## src/identifier_intern_table_macros.svh

```systemverilog
// Assertion macros for the identifier intern table.
// Used by the RTL files that carry concurrent checks; no other dependencies.
`ifndef IDENTIFIER_INTERN_TABLE_MACROS_SVH
`define IDENTIFIER_INTERN_TABLE_MACROS_SVH

// Same-cycle implication, sampled on i_clk and disabled while i_rst_n is low.
`define ITT_ASSERT_IMP(name, ante, cons, msg) \
    name: assert property (@(posedge i_clk) disable iff (!i_rst_n) (ante) |-> (cons)) \
        else $error(msg);

// Next-cycle implication, sampled on i_clk and disabled while i_rst_n is low.
`define ITT_ASSERT_NXT(name, ante, cons, msg) \
    name: assert property (@(posedge i_clk) disable iff (!i_rst_n) (ante) |=> (cons)) \
        else $error(msg);

`endif

```

## src/iit_pkg.sv

```systemverilog
// Shared types, constants and helper functions of the identifier intern table.
// No dependencies; imported by every module of the block.
package iit_pkg;

    localparam int CHAR_BUDGET_DEF = 321;
    localparam int MAX_ENTRIES_DEF = 160;
    localparam int TOKEN_MAX_CHARS = 5;
    localparam int TEXT_W          = 40;
    localparam int LEN_W           = 4;
    localparam int SIZE_W          = 3;
    localparam int OUT_IDX_W       = 8;
    localparam int STATUS_W        = 2;

    typedef enum logic [STATUS_W-1:0] {
        ST_FOUND    = 2'd0,
        ST_INSERTED = 2'd1,
        ST_TOO_LONG = 2'd2,
        ST_FULL     = 2'd3
    } t_status;

    typedef struct packed {
        logic [TEXT_W-1:0] text;
        logic [SIZE_W-1:0] size;
    } t_query;

    typedef struct packed {
        logic valid;
        logic hit;
    } t_link;

    // Keeps the first len bytes of the token and zeroes the rest.
    function automatic logic [TEXT_W-1:0] mask_text(input logic [TEXT_W-1:0] text,
                                                     input logic [LEN_W-1:0] len);
        logic [TEXT_W-1:0] masked;
        masked = '0;
        for (int b = 0; b < TOKEN_MAX_CHARS; b++) begin
            if (len > LEN_W'(b)) begin
                masked[b*8 +: 8] = text[b*8 +: 8];
            end
        end
        return masked;
    endfunction

endpackage

```

## src/iit_cell.sv

```systemverilog
// One cell of the lookup chain: holds one stored identifier and compares it
// with the query as the search item passes. Depends on iit_pkg.
module iit_cell #(
    parameter int IDX_W    = 8,
    parameter int CNT_W    = 8,
    parameter int CELL_IDX = 0
) (
    input  logic                 i_clk,
    input  logic                 i_rst_n,
    input  iit_pkg::t_query      i_query,
    input  logic [CNT_W-1:0]     i_count,
    input  logic                 i_wr_en,
    input  logic [IDX_W-1:0]     i_wr_idx,
    input  iit_pkg::t_link       i_link,
    input  logic [IDX_W-1:0]     i_link_idx,
    output iit_pkg::t_link       o_link,
    output logic [IDX_W-1:0]     o_link_idx
);
    import iit_pkg::*;

    localparam logic [IDX_W-1:0] MY_IDX = IDX_W'(CELL_IDX);

    logic [TEXT_W-1:0] r_text;
    logic [SIZE_W-1:0] r_size;
    t_link             r_link;
    t_link             n_link;
    logic [IDX_W-1:0]  r_idx;
    logic [IDX_W-1:0]  n_idx;
    logic              w_match;

    // Only entries below the fill count hold a stored identifier.
    assign w_match = (i_count > CNT_W'(CELL_IDX)) && (r_size == i_query.size)
                     && (r_text == i_query.text);

    always_comb begin
        n_link.valid = i_link.valid;
        n_link.hit   = i_link.hit || w_match;
        n_idx        = i_link.hit ? i_link_idx : MY_IDX;
    end

    always_ff @(posedge i_clk) begin
        if (i_wr_en && (i_wr_idx == MY_IDX)) begin
            r_text <= i_query.text;
            r_size <= i_query.size;
        end
    end

    always_ff @(posedge i_clk) begin
        if (!i_rst_n) begin
            r_link <= '0;
        end else begin
            r_link <= n_link;
        end
    end

    always_ff @(posedge i_clk) begin
        r_idx <= n_idx;
    end

    assign o_link     = r_link;
    assign o_link_idx = r_idx;

endmodule

```

## config.mk

```make
export PLATFORM = sky130hd
export DESIGN_NAME = iit_cell
export DESIGN_NICKNAME = d
export VERILOG_FILES = /design/src/identifier_intern_table_macros.svh /design/src/iit_pkg.sv /design/src/iit_cell.sv
export SDC_FILE = /design/constraint.sdc
export NUM_CORES = 1
export LEC_CHECK = 0
export BUFFER_PORTS_ARGS = -buffer_cell sky130_fd_sc_hd__buf_2
export CORE_MARGIN = 2
export CORE_UTILIZATION = 43
export DETAILED_ROUTE_END_ITERATION = 10
export PLACE_DENSITY = 0.78
export SKIP_LAST_GASP = 1
export SLEW_MARGIN = 20
export SYNTH_ARGS = -nofsm -noshare
export SYNTH_HDL_FRONTEND = slang
export SYNTH_SLANG_ARGS = --single-unit
```

## constraint.sdc

```tcl
create_clock -name i_clk -period 4.65 [get_ports i_clk]
set_input_delay 0 -clock i_clk [delete_from_list [all_inputs] [get_ports i_clk]]
set_output_delay 0 -clock i_clk [all_outputs]
set_load 0.03 [all_outputs]
```

== Yosys cells after proc, flatten, opt, wreduce, memory -nomap -nowiden ==
Cells that the tools add are included.
W data, S select, Z words.
Operators by class
  order comparisons: 1
  equality and inequality tests: 2
  reductions and logical operators: 5
Operators by type and width (count)
  $eq A40 B40 Y1: 1
  $gt A8 B1 Y1 const B: 1
  $logic_not A8 Y1: 1
  $eq A3 B3 Y1: 1
  $logic_and A1 B1 Y1: 3
  $logic_or A1 B1 Y1: 1
Storage, ports and cells
  bits in registers: 53
  bits of input ports: 72
  word-level logic and storage cells: 13

== Depth between registers and ports, before layout ==
Gate-level depths: netlist of run 1.
  word-level depth: 4
  mapped depth: 4

== Worst setup path after synthesis of run 1 ==
OpenSTA, ideal clock, no wires.
  kind: input to register
  start point: in i_wr_idx[1]
  end point: reg r_size[0], enable pin
  arrival time: 4.448 ns
  setup slack: -0.353 ns
  cell stages on the path: 3
  path through: nor4_1 > nand3b_1 > nor4_1
Between the ends
  longest elaborated chain between the ends: 2
Ends and longest elaborated chain
  from (decl): RTL line iit_cell.sv:13  | input logic [IDX_W-1:0] i_wr_idx,
  $logic_not A8 Y1: RTL line iit_cell.sv:42  | if (i_wr_en && (i_wr_idx == MY_IDX)) begin
  $logic_and A1 B1 Y1: RTL line iit_cell.sv:42
  to (signal assigned): RTL line iit_cell.sv:44  | r_size <= i_query.size;
  to (decl): RTL line iit_cell.sv:24  | logic [SIZE_W-1:0] r_size;
No other way between the ends.
A chain may end at the register's enable or synchronous reset.

== Final worst setup path of run 1 ==
  start point: reg r_size[0]
  end point: reg r_link (netlist bit o_link[0])
Between the ends
  longest elaborated chain between the ends: 4
Ends and longest elaborated chain
  $eq A3 B3 Y1: RTL line iit_cell.sv:32  | assign w_match = (i_count > CNT_W'(CELL_IDX)) && (r_size == i_query.size)
  $logic_and A1 B1 Y1: RTL line iit_cell.sv:32
  $logic_and A1 B1 Y1: RTL line iit_cell.sv:33  | && (r_text == i_query.text);
  $logic_or A1 B1 Y1: RTL line iit_cell.sv:37  | n_link.hit = i_link.hit || w_match;
  to (signal assigned): RTL line iit_cell.sv:52  | r_link <= n_link;
  to (decl): RTL line iit_cell.sv:25  | t_link r_link;
No other way between the ends.

==> results of run 1 <==
==> synth_stat cells <==
master and instances:
nor4_1 6, edfxtp_1 43, nand3b_1 1, a32o_2 1, xnor2_1 43, dfxtp_1 10, and2_1 9, nand4_1 11
a2111oi_1 1
==> sequential cells by signal, summed over array words and instances, names as in the netlist <==
signal	cells
r_text	40
r_size	3
o_link	2
o_link_idx	8
==> power breakdown <==
group	switching, uW	internal [uW]	leakage, uW
clock network	135	107	0.0000385
logic	46.5	70.1	0.000690
registers	1.51	517	0.000470
==> worst register-to-register path: stages (launching register included) <==
cell,delay [ps]
edfxtp_1,430
xnor2_1,250
nand4_1,150
a2111oi_1,430
a32o_2,230
==> kinds of logic after synthesis <==
group / count (synthesis) / synth area share, %
AO/OA/AOI/OAI: 2 / 1.03
XOR/XNOR: 43 / 18.3
flip-flops: 53 / 72.4
AND/OR/NAND/NOR: 27 / 8.26
==> metal layers <==
| layer | part of all wire [%] | track usage (%) | up-vias |
|---|---|---|---|
| met5 | 0 | 0 | - |
| met4 | 3.2 | 8.64 | 0 |
| met2 | 54 | 34.2 | 60 |
| met3 | 4.4 | 3.59 | 15 |
| li1 | - | - | 746 |
| met1 | 38 | 20.4 | 693 |
==> cell type report <==
type / instances / area (um2) / area share, %
Sequential cell: 53 / 1490 / 46.9
Tap cell: 54 / 67.6 / 2.12
Clock inverter: 1 / 7.51 / 0.236
Antenna cell: 1 / 2.50 / 0.0786
Timing Repair Buffer: 136 / 953 / 30.0
Multi-Input combinational cell: 72 / 583 / 18.3
Clock buffer: 7 / 76.3 / 2.40
==> through the flow <==
stage	hold WS, ps	power, uW	instance area (um2)	cells
2_1_floorplan	98.9	561	2070	125
3_3_place_gp	205	606	2550	261
3_5_place_dp	207	608	2550	261
4_1_cts	11.1	882	3180	323
5_1_grt	27.7	911	3180	323
6_report	39.3	877	3180	324
==> worst min-delay path by stage <==
stage	to	slack (ps)
after floorplan	r_size[0]$_DFFE_PP_	100
after global placement	r_size[1]$_DFFE_PP_	200
after detailed placement	r_text[0]$_DFFE_PP_	210
after CTS	o_link_idx[1]$_SDFF_PN0_	10
after global routing	o_link_idx[1]$_SDFF_PN0_	30
final	o_link_idx[6]$_SDFF_PN0_	40
==> flow_metrics.tcl, run 1 <==
set metrics [dict create \
    syn_avg_cell_area_um2 16.5 \
    place_ws_ps 3110 \
    cts_resized 0 \
    fin_util_pct 68.3 \
    cts_tree "yes" \
    clockBufferDepth 2 \
    min_period_ps 1530 \
    worst_pin_slew_ps 528 \
    min_period_over_period_pct 32.9 \
    path_buf_inv 0 \
    final_antenna_net_count 0 \
    cpPeakStageDelay_ps 430 \
    syn_area_um2 2060 \
    wl_mm 4.85 \
    drt-pass1-iter-count 4 \
    start_kind "flip-flop" \
    cp_max_fo 1 \
    clock-sinks 53 \
    r2r_slack_ps 3120 \
    min_path_cells 2 \
    ys_ff_latch 53 \
    wl_per_cell_um 15.0 \
    cp.required_ps 4890 \
    vias 1514 \
    insertion_delay_ps 290 \
    syn_to_final_growth_pct 54.5 \
    holdCritStartpoint "i_link[0]" \
    timing.fmax_mhz 654 \
    worstReg2RegEnd "o_link[0]$_SDFF_PN0_" \
    hp-class "in -> reg" \
    vias_per_cell 4.67 \
    rsz0062_at_grt "false" \
    post-cts-setup-buffers 0 \
    fillCellCount 295 \
    dieHeight_um 73.2 \
    final_cell_mix "buf_2, dlygate4sd3_1, xnor2_1, edfxtp_1, nand4_1" \
    initial_core_util_pct 44.2 \
    grt_max_degree 44 \
    endpoint "o_link[0]$_SDFF_PN0_" \
    drv_cap 0 \
    clk_pin_slew_ps 90 \
    syn_inst 125 \
    drc 0 \
    grt_overflow_total 0 \
    die_w_um 73.2 \
    grt_usage_pct 18.6 \
    initialDrtViolationCount 72 \
    yosys.area.top_type "edfxtp_1" \
    grt_pass1_vias 1684 \
    slew_viol_final 0 \
    ys_seq_area_share_pct 72.4 \
    hold_viol 0 \
    cp_cell_sequence "xnor2_1, nand4_1, a2111oi_1, a32o_2" \
    ios 82 \
    end_kind "flip-flop" \
    fin_skew_ps 7.61 \
    antenna_found_initial 0 \
    finalSetupTns_ps 0 \
    setup_viol 0 \
    num-nets-final 340 \
    numPortBuffers 81 \
    std_cell_rows 25 \
    h-tree-depth 2 \
    cp_slowest_cell "edfxtp_1" \
    reg2reg_depth 4 \
    coreArea_um2 4660 \
    dpl.hpwl_mm 2.89 \
    status "completed" \
    yosysWarnings 0 \
    arrival_ps 1770 \
    ctsHoldBuffers 54 \
    powerDensity_nw_per_um2 276 \
    synth.net_count 197 \
    drive_gt1_share_pct 33.5 \
    fin_ws_ps 3120 \
    synth_cell_type_count 9 \
    yosysTopAreaCellShare_pct 62.7 \
    mostFrequentLayoutCell "buf_2" \
    place_congestion 0.707 \
    crit_start "r_size[0]$_DFFE_PP_" \
    timing.rr.start "r_size[0]$_DFFE_PP_" \
    leakagePower_uw 0.00120 \
    ir_worst_vdd_uv 228 \
    crit_cells 4 \
    root_buffer "clkbuf_8" \
    critPathKind "reg -> reg" \
    grt_first_pass_wirelength_mm 7.33 \
    slew_headroom_pct 64.8 \
    critPathTopFamily "compound AO/OA/AOI/OAI gates" \
    cts_buffers 5 \
    die-area_um2 5360 \
    synthTopCellsByArea "edfxtp_1, xnor2_1, dfxtp_1" \
]
Note: power is estimated with default switching activity, not from simulation.
==> run 2: changes to the inputs <==
--- a/config.mk
+++ b/config.mk
@@ -5,11 +5,12 @@
 export SDC_FILE = /design/constraint.sdc
 export NUM_CORES = 1
 export LEC_CHECK = 0
+export ABC_AREA = 1
 export BUFFER_PORTS_ARGS = -buffer_cell sky130_fd_sc_hd__buf_2
 export CORE_MARGIN = 2
-export CORE_UTILIZATION = 43
+export CORE_UTILIZATION = 49
 export DETAILED_ROUTE_END_ITERATION = 10
-export PLACE_DENSITY = 0.78
+export PLACE_DENSITY = 0.82
 export SKIP_LAST_GASP = 1
 export SLEW_MARGIN = 20
 export SYNTH_ARGS = -nofsm -noshare
==> constraint.sdc (replaced) <==
create_clock -name i_clk -period 1.55 [get_ports i_clk]
set_input_delay 0 -clock i_clk [delete_from_list [all_inputs] [get_ports i_clk]]
set_output_delay 0 -clock i_clk [all_outputs]
set_load 0.03 [all_outputs]
==> flow_metrics.tcl, run 2 <==
set metrics [dict create \
    status "completed" \
    grt_max_degree 44 \
    critPathKind "reg -> reg" \
    hold_viol 0 \
    finalNonFillerCells 441 \
    cp_max_fo 1 \
    synth-xor-area-share_pct 9.76 \
    diodes 0 \
    end_kind "flip-flop" \
    synth_edf_count 43 \
    synthArstFlopShare_pct 0 \
    synth_top_family_by_area "simple AND/OR/NAND/NOR gates" \
    synth_ff_type "edfxtp_1" \
    timing.fmax_mhz 830 \
    wl_mm 5.42 \
    r2r_slack_ps 340 \
    root_buffer "clkbuf_8" \
    ys_ff_latch 53 \
    syn_avg_cell_area_um2 9.85 \
    grt_usage_pct 21.1 \
    arrival_ps 1440 \
    placed_cells 372 \
    slew_headroom_pct 81.8 \
    coreArea_um2 4660 \
    cts_buffers 5 \
    largest_reg_flops 40 \
    place_congestion 0.715 \
    cp.required_ps 1790 \
    fin_skew_ps 8.54 \
    cp_slowest_cell "edfxtp_1" \
    antenna_found_initial 0 \
    numPortBuffers 81 \
    vias_per_cell 4.54 \
    syn_inst 237 \
    dieHeight_um 73.0 \
    synth_fa_ha_area_share_pct 0 \
    hp-class "in -> reg" \
    leakagePower_uw 0.00166 \
    timing.rr.start "r_text[0]$_DFFE_PP_" \
    grt_first_pass_wirelength_mm 8.34 \
    die_w_um 73.0 \
    vias 2001 \
    rsz0062_at_grt "false" \
    syn_area_um2 2330 \
    clockBufferDepth 2 \
    cts_tree "yes" \
    clk_pin_slew_ps 80 \
    mostFrequentLayoutCell "nand2_1" \
    yosysTopAreaCellShare_pct 55.3 \
    synth-compound-area-share_pct 0.375 \
    synth_cell_type_count 15 \
    worstReg2RegEnd "o_link[0]$_SDFF_PN0_" \
    min_period_over_period_pct 77.8 \
    insertion_delay_ps 300 \
    drt-pass1-iter-count 4 \
    dpl.hpwl_mm 3.17 \
    clock-sinks 53 \
    ios 82 \
    synthMuxAreaShare_pct 0 \
    fin_ws_ps 345 \
    min_to "o_link_idx[2]$_SDFF_PN0_" \
    synth_common_cells "nand2_1, inv_1, edfxtp_1, xnor2_1, nor2_1" \
    start_kind "flip-flop" \
    min_period_ps 1210 \
    ys_seq_area_share_pct 63.9 \
    h-tree-depth 2 \
    fin_util_pct 76.0 \
    dpl_cell_area_um2 2840 \
    slew_viol_final 0 \
    total_power_uw 2690 \
    wl_per_cell_um 12.3 \
    grt_overflow_total 0 \
    die-area_um2 5330 \
    initialDrtViolationCount 115 \
    synthTopCellsByArea "edfxtp_1, nand2_1, xnor2_1" \
    reg2reg_depth 7 \
    drv_cap 0 \
    drive_gt1_share_pct 24.0 \
    fin_area_um2 3540 \
    synth.net_count 309 \
    top_register "r_text" \
    cpPeakStageDelay_ps 410 \
    final_cell_mix "nand2_1, buf_2, dlygate4sd3_1" \
    cp_common_cell "nand2_1" \
    synth.most_common_cell "nand2_1" \
    grt_pass1_vias 1928 \
    initial_core_util_pct 50.1 \
    min_path_cells 3 \
    place_ws_ps 239 \
    final_antenna_net_count 0 \
    std_cell_rows 25 \
    holdCritStartpoint "i_link[0]" \
    syn_to_final_growth_pct 51.7 \
    worst_pin_slew_ps 271 \
    setup_viol 0 \
    num-nets-final 458 \
    powerDensity_nw_per_um2 761 \
    yosysWarnings 0 \
    ir_worst_vdd_uv 626 \
    drc 0 \
    cts_resized 0 \
    yosys.area.top_type "edfxtp_1" \
    cp_cell_sequence "xnor2_1, nand2_1, nor2_1, nand2_1, nor2_2, nand3_1, a21oi_2" \
    synthSimpleGateAreaFrac_pct 18.4 \
]
[run 2: power by group]
part / total [uW] / internal [uW] / switching, uW
Combinational: 387 / 222 / 166
Clock: 752 / 319 / 433
Sequential: 1550 / 1550 / 5.04
[run 2: cell families (layout without fill, tap and decap cells)]
logic type | Yosys count | in the layout
and+or+nand+nor | 110 | 110
xor gates and xnor gates | 26 | 26
buffers and inverters | 47 | 197
DFF | 53 | 53
AOI/OAI and AO/OA | 1 | 1
[run 2: worst max-delay path, delay by kind of cell, from the launching register on]
kind             cells  cell delay, ps
XOR/XNOR             1             170
AO/OA/AOI/OAI        1             110
AND/OR/NAND/NOR      5             450
flip-flops           1             410
[run 2: repair_timing]
item | CTS | global route
endpoints found under the hold margin | 53 | 0
hold buffers | 61 | 0
setup buffers | 0 | 0
[run 2: how the worst max path moves through the flow]
stage | slack [ps] | startpoint | depth (start not counted) | end
2_1_floorplan | -650 | i_wr_idx[0] | 2 | r_size[0]$_DFFE_PP_
3_3_place_gp | 270 | i_wr_idx[0] | 4 | r_text[33]$_DFFE_PP_
3_5_place_dp | 240 | i_wr_idx[0] | 4 | r_text[10]$_DFFE_PP_
4_1_cts | 340 | r_text[25]$_DFFE_PP_ | 9 | o_link[0]$_SDFF_PN0_
5_1_grt | 200 | r_text[33]$_DFFE_PP_ | 10 | o_link[0]$_SDFF_PN0_
6_report | 340 | r_text[0]$_DFFE_PP_ | 7 | o_link[0]$_SDFF_PN0_
[run 2: routing by layer]
layer	wire length, um	GRT usage [%]	share of wire (%)
met4	76	5.56	1.4
met3	315	5.80	5.8
met5	0	0	0
met1	2190	22.3	40
met2	2840	40.3	52
[run 2: through the flow]
step	TNS (ps)	hold WS, ps
global placement	0	179
detailed placement	0	188
finish	0	21.8
floorplan	-27850	93.5
global route	0	30.1
CTS	0	3.02
[run 2: area by class of cell]
class | instances | area (um2)
fill | 305 | 1120
sequential | 53 | 1490
clock inverter | 2 | 15.0
inverter | 46 | 173
timing repair buffer | 143 | 1040
tap | 54 | 67.6
clock buffer | 6 | 72.6
multi-input combinational | 137 | 686
